$ cat src/rtl/sct_pkg.sv
// Shared codes, types and command/status bundles for the socket channel table.
package sct_pkg;

  // Request codes
  localparam logic [2:0] REQ_OPEN     = 3'd0;
  localparam logic [2:0] REQ_ADD      = 3'd1;
  localparam logic [2:0] REQ_FIND_IN  = 3'd2;
  localparam logic [2:0] REQ_FIND_OUT = 3'd3;
  localparam logic [2:0] REQ_CLOSE    = 3'd4;
  localparam logic [2:0] REQ_REMOVE   = 3'd5;

  // Status codes
  localparam logic [2:0] ST_OK       = 3'd0;
  localparam logic [2:0] ST_BADSOCK  = 3'd1;
  localparam logic [2:0] ST_BUSY     = 3'd2;
  localparam logic [2:0] ST_NOTOPEN  = 3'd3;
  localparam logic [2:0] ST_NOTFOUND = 3'd4;
  localparam logic [2:0] ST_FULL     = 3'd5;

  // Which fields a result beat carries
  typedef enum logic [1:0] {
    KIND_ZERO,
    KIND_OPEN,
    KIND_CLOSE,
    KIND_ENTRY
  } kind_t;

  // Controller to datapath
  typedef struct packed {
    logic       clear_en;
    logic       latch;
    logic       slot_rd;
    logic       slot_rd_best;
    logic       slot_wr;
    logic       slot_open_bit;
    logic       scan_start;
    logic       ent_wr_add;
    logic       ent_wr_del;
    logic       cnt_inc;
    logic       out_load;
    logic [2:0] out_status;
    kind_t      out_kind;
  } cmd_t;

  // Datapath to controller
  typedef struct packed {
    logic       clear_done;
    logic [2:0] req;
    logic       sock_bad;
    logic       slot_open;
    logic       scan_done;
    logic       found;
    logic       cnt_max;
    logic       out_busy;
  } sts_t;

endpackage

$ cat src/rtl/sct_ctrl.sv
// Request sequencer for the socket channel table.
module sct_ctrl
  import sct_pkg::*;
(
  input  logic clk,
  input  logic rst_n,
  input  logic in_valid,
  output logic in_stall,
  input  sts_t sts,
  output cmd_t cmd
);

  typedef enum logic [7:0] {
    S_CLEAR  = 8'b0000_0001,
    S_IDLE   = 8'b0000_0010,
    S_DECODE = 8'b0000_0100,
    S_CHECK  = 8'b0000_1000,
    S_SCAN   = 8'b0001_0000,
    S_POST   = 8'b0010_0000,
    S_QWAIT  = 8'b0100_0000,
    S_FINISH = 8'b1000_0000
  } state_t;

  state_t     state_r, state_nxt;
  logic [2:0] res_st_r, res_st_nxt;
  kind_t      res_kind_r, res_kind_nxt;

  assign in_stall = (state_r != S_IDLE);

  // Next state and commands
  always_comb begin
    state_nxt         = state_r;
    res_st_nxt        = res_st_r;
    res_kind_nxt      = res_kind_r;
    cmd               = '0;
    cmd.out_kind      = res_kind_r;
    cmd.out_status    = res_st_r;
    unique case (state_r)
      S_CLEAR: begin
        cmd.clear_en = 1'b1;
        if (sts.clear_done) begin
          state_nxt = S_IDLE;
        end
      end
      S_IDLE: begin
        if (in_valid) begin
          cmd.latch = 1'b1;
          state_nxt = S_DECODE;
        end
      end
      S_DECODE: begin
        if (sts.req > REQ_REMOVE) begin
          state_nxt = S_IDLE;
        end else if (sts.req == REQ_FIND_OUT) begin
          cmd.scan_start = 1'b1;
          state_nxt      = S_SCAN;
        end else if (sts.sock_bad) begin
          res_st_nxt   = ST_BADSOCK;
          res_kind_nxt = KIND_ZERO;
          state_nxt    = S_FINISH;
        end else begin
          cmd.slot_rd = 1'b1;
          state_nxt   = S_CHECK;
        end
      end
      S_CHECK: begin
        if (sts.req == REQ_OPEN) begin
          state_nxt = S_FINISH;
          if (sts.slot_open) begin
            res_st_nxt   = ST_BUSY;
            res_kind_nxt = KIND_ZERO;
          end else begin
            cmd.slot_wr       = 1'b1;
            cmd.slot_open_bit = 1'b1;
            res_st_nxt        = ST_OK;
            res_kind_nxt      = KIND_OPEN;
          end
        end else if (!sts.slot_open && sts.req != REQ_FIND_IN) begin
          res_st_nxt   = ST_NOTOPEN;
          res_kind_nxt = KIND_ZERO;
          state_nxt    = S_FINISH;
        end else begin
          cmd.scan_start = 1'b1;
          state_nxt      = S_SCAN;
        end
      end
      S_SCAN: begin
        if (sts.scan_done) begin
          state_nxt = S_POST;
        end
      end
      S_POST: begin
        state_nxt    = S_FINISH;
        res_st_nxt   = ST_OK;
        res_kind_nxt = KIND_ENTRY;
        if (sts.req == REQ_CLOSE) begin
          cmd.slot_wr  = 1'b1;
          res_kind_nxt = KIND_CLOSE;
        end else if (sts.req == REQ_ADD) begin
          if (!sts.found || sts.cnt_max) begin
            res_st_nxt   = ST_FULL;
            res_kind_nxt = KIND_ZERO;
          end else begin
            cmd.ent_wr_add = 1'b1;
            cmd.cnt_inc    = 1'b1;
          end
        end else if (!sts.found) begin
          res_st_nxt   = ST_NOTFOUND;
          res_kind_nxt = KIND_ZERO;
        end else if (sts.req == REQ_FIND_OUT) begin
          cmd.slot_rd_best = 1'b1;
          state_nxt        = S_QWAIT;
        end else if (sts.req == REQ_REMOVE) begin
          cmd.ent_wr_del = 1'b1;
        end
      end
      S_QWAIT: begin
        state_nxt = S_FINISH;
      end
      S_FINISH: begin
        if (!sts.out_busy) begin
          cmd.out_load = 1'b1;
          state_nxt    = S_IDLE;
        end
      end
      default: begin
        state_nxt = S_IDLE;
      end
    endcase
  end

  // State registers
  always_ff @(posedge clk) begin
    if (!rst_n) begin
      state_r    <= S_CLEAR;
      res_st_r   <= ST_OK;
      res_kind_r <= KIND_ZERO;
    end else begin
      state_r    <= state_nxt;
      res_st_r   <= res_st_nxt;
      res_kind_r <= res_kind_nxt;
    end
  end

endmodule

$ cat config.mk
export PLATFORM = sky130hd
export DESIGN_NAME = sct_ctrl
export DESIGN_NICKNAME = d
export VERILOG_FILES = /design/src/rtl/sct_pkg.sv /design/src/rtl/sct_ctrl.sv
export SDC_FILE = /design/constraint.sdc
export NUM_CORES = 1
export LEC_CHECK = 0
export ABC_CLOCK_PERIOD_IN_PS = 1300
export CAP_MARGIN = 30
export CORE_AREA = 2 2 44 46
export CTS_CLUSTER_SIZE = 12
export DETAILED_ROUTE_END_ITERATION = 8
export DIE_AREA = 0 0 46 48
export DONT_BUFFER_PORTS = 1
export GPL_TIMING_DRIVEN = 0
export PLACE_DENSITY = 0.74
export SYNTH_ARGS = -nofsm -noshare
export SYNTH_HDL_FRONTEND = slang
export SYNTH_SLANG_ARGS = --single-unit
export TNS_END_PERCENT = 30
$ cat constraint.sdc
create_clock -name clk -period 1.3 [get_ports clk]
set_input_delay 0.13 -clock clk [delete_from_list [all_inputs] [get_ports clk]]
set_output_delay 0.13 -clock clk [all_outputs]
set_load 0.005 [all_outputs]
==> results.sh, run 1 <==
export IMPL_fillers=146
export IMPL_r2r_start="state_r[7]$_SDFFE_PN0P_"
export IMPL_synth_area_leaders="dfxtp_1 29%, nor2_1 6.6%, nand3_1 4.4%"
export IMPL_synth_cell_types=46
export IMPL_synth_top_area_share_pct=28.7
export IMPL_first_pass_iters=4
export IMPL_syn_area_um2=907
export IMPL_grt_overflow=0
export IMPL_ys_async_sr_fraction_pct=0
export IMPL_cp_top_family="simple AND/OR/NAND/NOR gates"
export IMPL_cp_data_required_time_ns=1.17
export IMPL_ctsRootBufferMaster="clkbuf_4"
export IMPL_synth_commonest_cells="16 x nor2_1, 13 x dfxtp_1, 8 x nand2_1, 8 x nand3_1"
export IMPL_synth_enable_flop_cells=0
export IMPL_violations="setup timing"
export IMPL_synth_area_mux_share_pct=3.45
export IMPL_postRouteAntennaNets=0
export IMPL_grt_max_degree=11
export IMPL_fin_crit_ns=1.75
export IMPL_slowest_stage="dfxtp_4"
export IMPL_antenna_cells=0
export IMPL_port_buffers=0
export IMPL_place_congestion=0.782
export IMPL_numClockSinks=13
export IMPL_synth_compound_area_share_pct=18.5
export IMPL_setup_violations=23
export IMPL_slowest_delay_ns=0.37
export IMPL_clk_pin_slew_ns=0.08
export IMPL_crit_chain="nor3_4, and4b_2, nand3_4, nor4_4, buf_4"
export IMPL_avgSynthCellArea_um2=8.03
export IMPL_grt_use_total_pct=24.7
export IMPL_rsz0062_at_grt="true"
export IMPL_critical_path_class="flip-flop to primary output"
export IMPL_synth_xor_area_share_pct=0.966
export IMPL_first_iter_violations=28
export IMPL_wl_per_cell_um=17.0
export IMPL_status="complete, but fails checks"
export IMPL_area_delta_synth_final_pct=25.9
export IMPL_htree_num_levels=1
export IMPL_finalNetCount=141
export IMPL_synth_simple_gate_area_share_pct=43.6
export IMPL_power_w=0.000820
export IMPL_cp_num_buf_inv=1
export IMPL_synthCells=113
export IMPL_drive_above_1_share_pct=33.9
export IMPL_cts_tree="built"
export IMPL_setup_ws_ns=-0.446
export IMPL_drv_cap=0
export IMPL_cp_depth=5
export IMPL_hold_violations=0
export IMPL_yosysWarnings=0
export IMPL_ys_dominant_reg_cell="dfxtp_1"
export IMPL_clk_path_buf_depth=2
export IMPL_dieWidth_um=46
export IMPL_synth_top_family_by_area="simple AND/OR/NAND/NOR gates"
export IMPL_peakVddDrop_mv=0.552
export IMPL_routed_wl_um=2450
export IMPL_p_per_area_mw_per_mm2=718
export IMPL_yosysSeqAreaShare_pct=28.7
export IMPL_antenna_found_initial=0
export IMPL_die_area_mm2=0.00221
export IMPL_cp_endpoint="cmd[8]"
export IMPL_start_kind="flip-flop"
export IMPL_leakagePower_nw=0.415
export IMPL_yosys_area_share_adder_pct=0
export IMPL_grt_pass1_wl_um=3860
export IMPL_ios=30
export IMPL_slew_limit_headroom_pct=65.2
export IMPL_crit_path_start="state_r[0]$_SDFFE_PN1P_"
export IMPL_worst_r2r_cell_count=6
export IMPL_via_count=950
export IMPL_timing_final_crit_share_pct=134
export IMPL_yosysTopAreaCell="dfxtp_1"
export IMPL_synth_most_common_cell="nor2_1"
export IMPL_setup_tns_ns=-6.65
export IMPL_arrival_ns=1.62
export IMPL_grt_pass1_vias=871
export IMPL_cp_max_fo=4
export IMPL_r2r_slack_ns=-0.38
export IMPL_synth_net_count=126
export IMPL_drc=0
export IMPL_core_area_mm2=0.00169
export IMPL_worstHoldPathType="input pin to flip-flop"
export IMPL_synth_seq_cells=13
export IMPL_dp_cells=130
export IMPL_die_h_um=48
export IMPL_worst_clock_skew_ns=0.00212
export IMPL_rows=15
export IMPL_r2r_end="res_st_r[0]$_SDFFE_PN0P_"
export IMPL_endpoint_kind="primary output"
export IMPL_hpwl_um=1600
export IMPL_via_per_inst=6.60
export IMPL_maxSlewViolCount=0
export IMPL_fmax_mhz=573
export IMPL_initial_utilization_pct=53.7
export IMPL_clkLatencyLatePin_ns=0.28
export IMPL_stdcell_count=144
export IMPL_worst_pin_slew_ns=0.522
export IMPL_numCtsBuffers=3
## flip-flops by register name, indices dropped and copies added, names as in the netlist
name,count
state_r,8
res_kind_r,2
res_st_r,3
## power by group
| group | internal (W) | leakage (nW) | switching, W |
|---|---|---|---|
| clock | 0.000119 | 0.0150 | 0.000147 |
| combinational | 0.0000573 | 0.292 | 0.0000759 |
| sequential | 0.000404 | 0.108 | 0.0000160 |
## through the flow
step / util [%] / hold slack, ns / setup WS [ns] / area (µm²)
2_1_floorplan: - / 0.209 / -0.145 / 922
3_3_place_gp: 55.9 / 0.210 / -0.320 / 943
3_5_place_dp: 55.9 / 0.213 / -0.330 / 943
4_1_cts: 64.4 / 0.0279 / -0.445 / 1090
5_1_grt: 67.6 / 0.0488 / -0.517 / 1140
6_report: 67.6 / 0.0420 / -0.446 / 1140
## per-layer routing
metal,up-vias,track usage [%],share of wire [%]
met5,-,0,0
met4,0,12.6,1.6
met3,5,3.77,5.5
met2,41,39.2,49
met1,455,32.4,44
li1,449,-,-
## placed cells by master, fill, tap and decap left out, drive strengths merged, types with 2 or more instances in the layout
master,Yosys,routed
nor3,5,5
buf,2,10
nand3b,2,2
nor2,17,17
a32oi,2,2
mux2i,2,2
nor3b,5,5
nand4,2,2
o21ai,8,8
nand3,9,9
and3,3,3
dfxtp,13,13
dlygate4sd3,0,2
inv,4,4
nand2,8,8
clkbuf,4,8
nand4b,2,2
nor4,3,3
nor2b,3,3
a21oi,3,3
## worst min-delay path, delay by kind of cell
kind             cells  cell delay, ns
AND/OR/NAND/NOR      3            0.15
## area by class of cell
| type | instances | area [µm²] | share of cell area (%) |
|---|---|---|---|
| repair buffers | 10 | 83.8 | 7.34 |
| inverters | 4 | 15.0 | 1.31 |
| well taps | 17 | 21.3 | 1.86 |
| plain buffers | 6 | 28.8 | 2.52 |
| clock buffers | 4 | 26.3 | 2.30 |
| multi-input cells | 90 | 694 | 60.8 |
| flip-flops and latches | 13 | 273 | 23.9 |
## cell families (layout without fill, tap and decap cells)
family                    Yosys count  in the layout
xor gates and xnor gates            1              1
muxes                               3              3
AOI/OAI and AO/OA                  22             22
and+or+nand+nor                    64             64
DFF                                13             13
buffers and inverters              10             24
## worst min path at each step
stage,start,to,cells past startpoint,slack (ns)
6_report,sts[3],state_r[4]$_SDFFE_PN0P_,3,0.04
5_1_grt,sts[3],state_r[4]$_SDFFE_PN0P_,3,0.05
4_1_cts,sts[3],state_r[4]$_SDFFE_PN0P_,3,0.03
3_5_place_dp,sts[5],state_r[3]$_SDFFE_PN0P_,1,0.21
3_3_place_gp,sts[5],state_r[3]$_SDFFE_PN0P_,1,0.21
2_1_floorplan,sts[5],state_r[3]$_SDFFE_PN0P_,1,0.21
## what timing repair did
| action | CTS | global route |
|---|---|---|
| pin swaps | 11 | 5 |
| resized for setup | 16 | 9 |
| setup buffers | 6 | 2 |
| hold endpoints to repair | 3 | 0 |
| endpoints found under the setup margin | 23 | 24 |
| hold buffers | 2 | 0 |
Note: power is estimated with default switching activity, not from simulation.
==> run 2, diff against run 1 <==
Settings changed: ABC_CLOCK_PERIOD_IN_PS 1300 to 2150, CORE_AREA 2 2 44 46 to 2 2 41 43, DIE_AREA 0 0 46 48 to 0 0 43 45, PLACE_DENSITY 0.74 to 0.81.
Clock period 1.3 ns to 2.15 ns, I/O delays scaled along.
==> results.sh, run 2 (same netlist as run 1, synthesis figures left out) <==
export IMPL_maxSlewViolCount=0
export IMPL_ios=30
export IMPL_area_delta_synth_final_pct=7.86
export IMPL_hpwl_um=1580
export IMPL_hold_violations=0
export IMPL_layout_common_cells="16 x nor2_1, 13 x dfxtp_1, 8 x nand3_1, 8 x nand2_1"
export IMPL_clkLatencyLatePin_ns=0.29
export IMPL_setup_tns_ns=0
export IMPL_p_seq_share_pct=52.8
export IMPL_endpoint_kind="primary output"
export IMPL_pwr_share_comb_pct=13.8
export IMPL_cp_num_buf_inv=1
export IMPL_peakVddDrop_mv=0.419
export IMPL_crit_chain="nor3_2, and4b_2, nand3_2, nor4_4, buf_4"
export IMPL_grt_use_total_pct=23.6
export IMPL_grt_pass1_wl_um=3340
export IMPL_post_cts_buffers=0
export IMPL_core_area_mm2=0.00147
export IMPL_cts_tree="built"
export IMPL_layout_commonest_cell="nor2_1"
export IMPL_top_register="state_r"
export IMPL_start_kind="flip-flop"
export IMPL_rsz0062_at_grt="false"
export IMPL_arrival_ns=1.82
export IMPL_drv_cap=0
export IMPL_reg_top3="state_r (8), res_st_r (3), res_kind_r (2)"
export IMPL_grt_max_degree=11
export IMPL_worstHoldPathType="input pin to flip-flop"
export IMPL_worst_pin_slew_ns=0.513
export IMPL_slew_limit_headroom_pct=65.5
export IMPL_via_per_inst=6.56
export IMPL_cp_top_family="simple AND/OR/NAND/NOR gates"
export IMPL_drc=0
export IMPL_cp_max_fo=7
export IMPL_power_frac_clock_pct=33.4
export IMPL_numClockSinks=13
export IMPL_grt_overflow=0
export IMPL_first_pass_iters=4
export IMPL_internal_power_w=0.000344
export IMPL_postRouteAntennaNets=0
export IMPL_slowest_stage="dfxtp_1"
export IMPL_clk_pin_slew_ns=0.08
export IMPL_finalNetCount=132
export IMPL_leakagePower_nw=0.356
export IMPL_die_h_um=45
export IMPL_timing_final_crit_share_pct=94.8
export IMPL_first_iter_violations=34
export IMPL_place_congestion=0.803
export IMPL_cp_data_required_time_ns=1.93
export IMPL_rows=14
export IMPL_power_w=0.000480
export IMPL_switching_share_pct=28.4
export IMPL_p_sw_w=0.000136
export IMPL_numCtsBuffers=3
export IMPL_p_per_area_mw_per_mm2=491
export IMPL_port_buffers=0
export IMPL_ctsRootBufferMaster="clkbuf_4"
export IMPL_routed_wl_um=2130
export IMPL_slowest_delay_ns=0.40
export IMPL_worst_clock_skew_ns=0.00116
export IMPL_initial_utilization_pct=61.6
export IMPL_critical_path_class="flip-flop to primary output"
export IMPL_antenna_found_initial=0
export IMPL_grt_pass1_vias=754
export IMPL_fmax_mhz=491
export IMPL_antenna_cells=0
export IMPL_clk_path_buf_depth=2
export IMPL_status="finished clean"
export IMPL_drive_above_1_share_pct=16.1
export IMPL_setup_violations=0
export IMPL_via_count=879
export IMPL_htree_num_levels=1
export IMPL_fin_crit_ns=2.04
export IMPL_die_area_mm2=0.00194
export IMPL_wl_per_cell_um=15.9
export IMPL_dieWidth_um=43
export IMPL_largest_reg_flops=8
## run 2: path summary, 6_finish.rpt
kind	startpoint	end	slack [ns]	depth (start not counted)
max	state_r[1]$_SDFFE_PN0P_	cmd[8]	0.11	5
min	sts[5]	state_r[7]$_SDFFE_PN0P_	0.08	2
max reg2reg	state_r[6]$_SDFFE_PN0P_	res_st_r[0]$_SDFFE_PN0P_	0.48	5
min reg2reg	res_kind_r[1]$_SDFFE_PN0P_	res_kind_r[1]$_SDFFE_PN0P_	0.47	2
## run 2: repair_timing
action / 4_1_cts / 5_1_grt
resized for setup: 1 / 1
endpoints found under the hold margin: 1 / 0
endpoints found under the setup margin: 1 / 1
pin swaps: 0 / 0
hold buffers: 1 / 0
## run 2: layout make-up
class	instances	area, µm²
multi-input combinational	90	618
buffer	6	28.8
tap	16	20.0
fill	136	493
inverter	4	15.0
timing repair buffer	1	10.0
sequential	13	260
clock buffer	4	26.3
## run 2: power by group through the flow
stage | combinational (W) | clock [W] | sequential [W]
after floorplan | 0.0000524 | 0 | 0.000257
after global placement | 0.0000614 | 0 | 0.000259
after detailed placement | 0.0000622 | 0 | 0.000259
after CTS | 0.0000643 | 0.000161 | 0.000253
after global routing | 0.0000729 | 0.000174 | 0.000254
final | 0.0000660 | 0.000161 | 0.000254
## run 2: metal layers
| metal | wire [µm] | up-vias | GRT usage (%) |
|---|---|---|---|
| met5 | 0 | - | 0 |
| met4 | 45 | 0 | 10.9 |
| met3 | 169 | 5 | 5.60 |
| met2 | 940 | 38 | 36.1 |
| met1 | 977 | 407 | 31.9 |
| li1 | - | 429 | - |
## run 2: stage by stage
step / utilization [%] / hold slack (ns) / setup slack (ns) / std cells / cell area (µm²)
3_5_place_dp: 63.0 / 0.299 / 0.319 / 129 / 927
3_3_place_gp: 63.0 / 0.295 / 0.341 / 129 / 927
4_1_cts: 65.9 / 0.0812 / 0.110 / 134 / 970
5_1_grt: 66.5 / 0.0955 / 0.00576 / 134 / 978
2_1_floorplan: - / 0.294 / 0.486 / 113 / 907
6_report: 66.5 / 0.0795 / 0.111 / 134 / 978
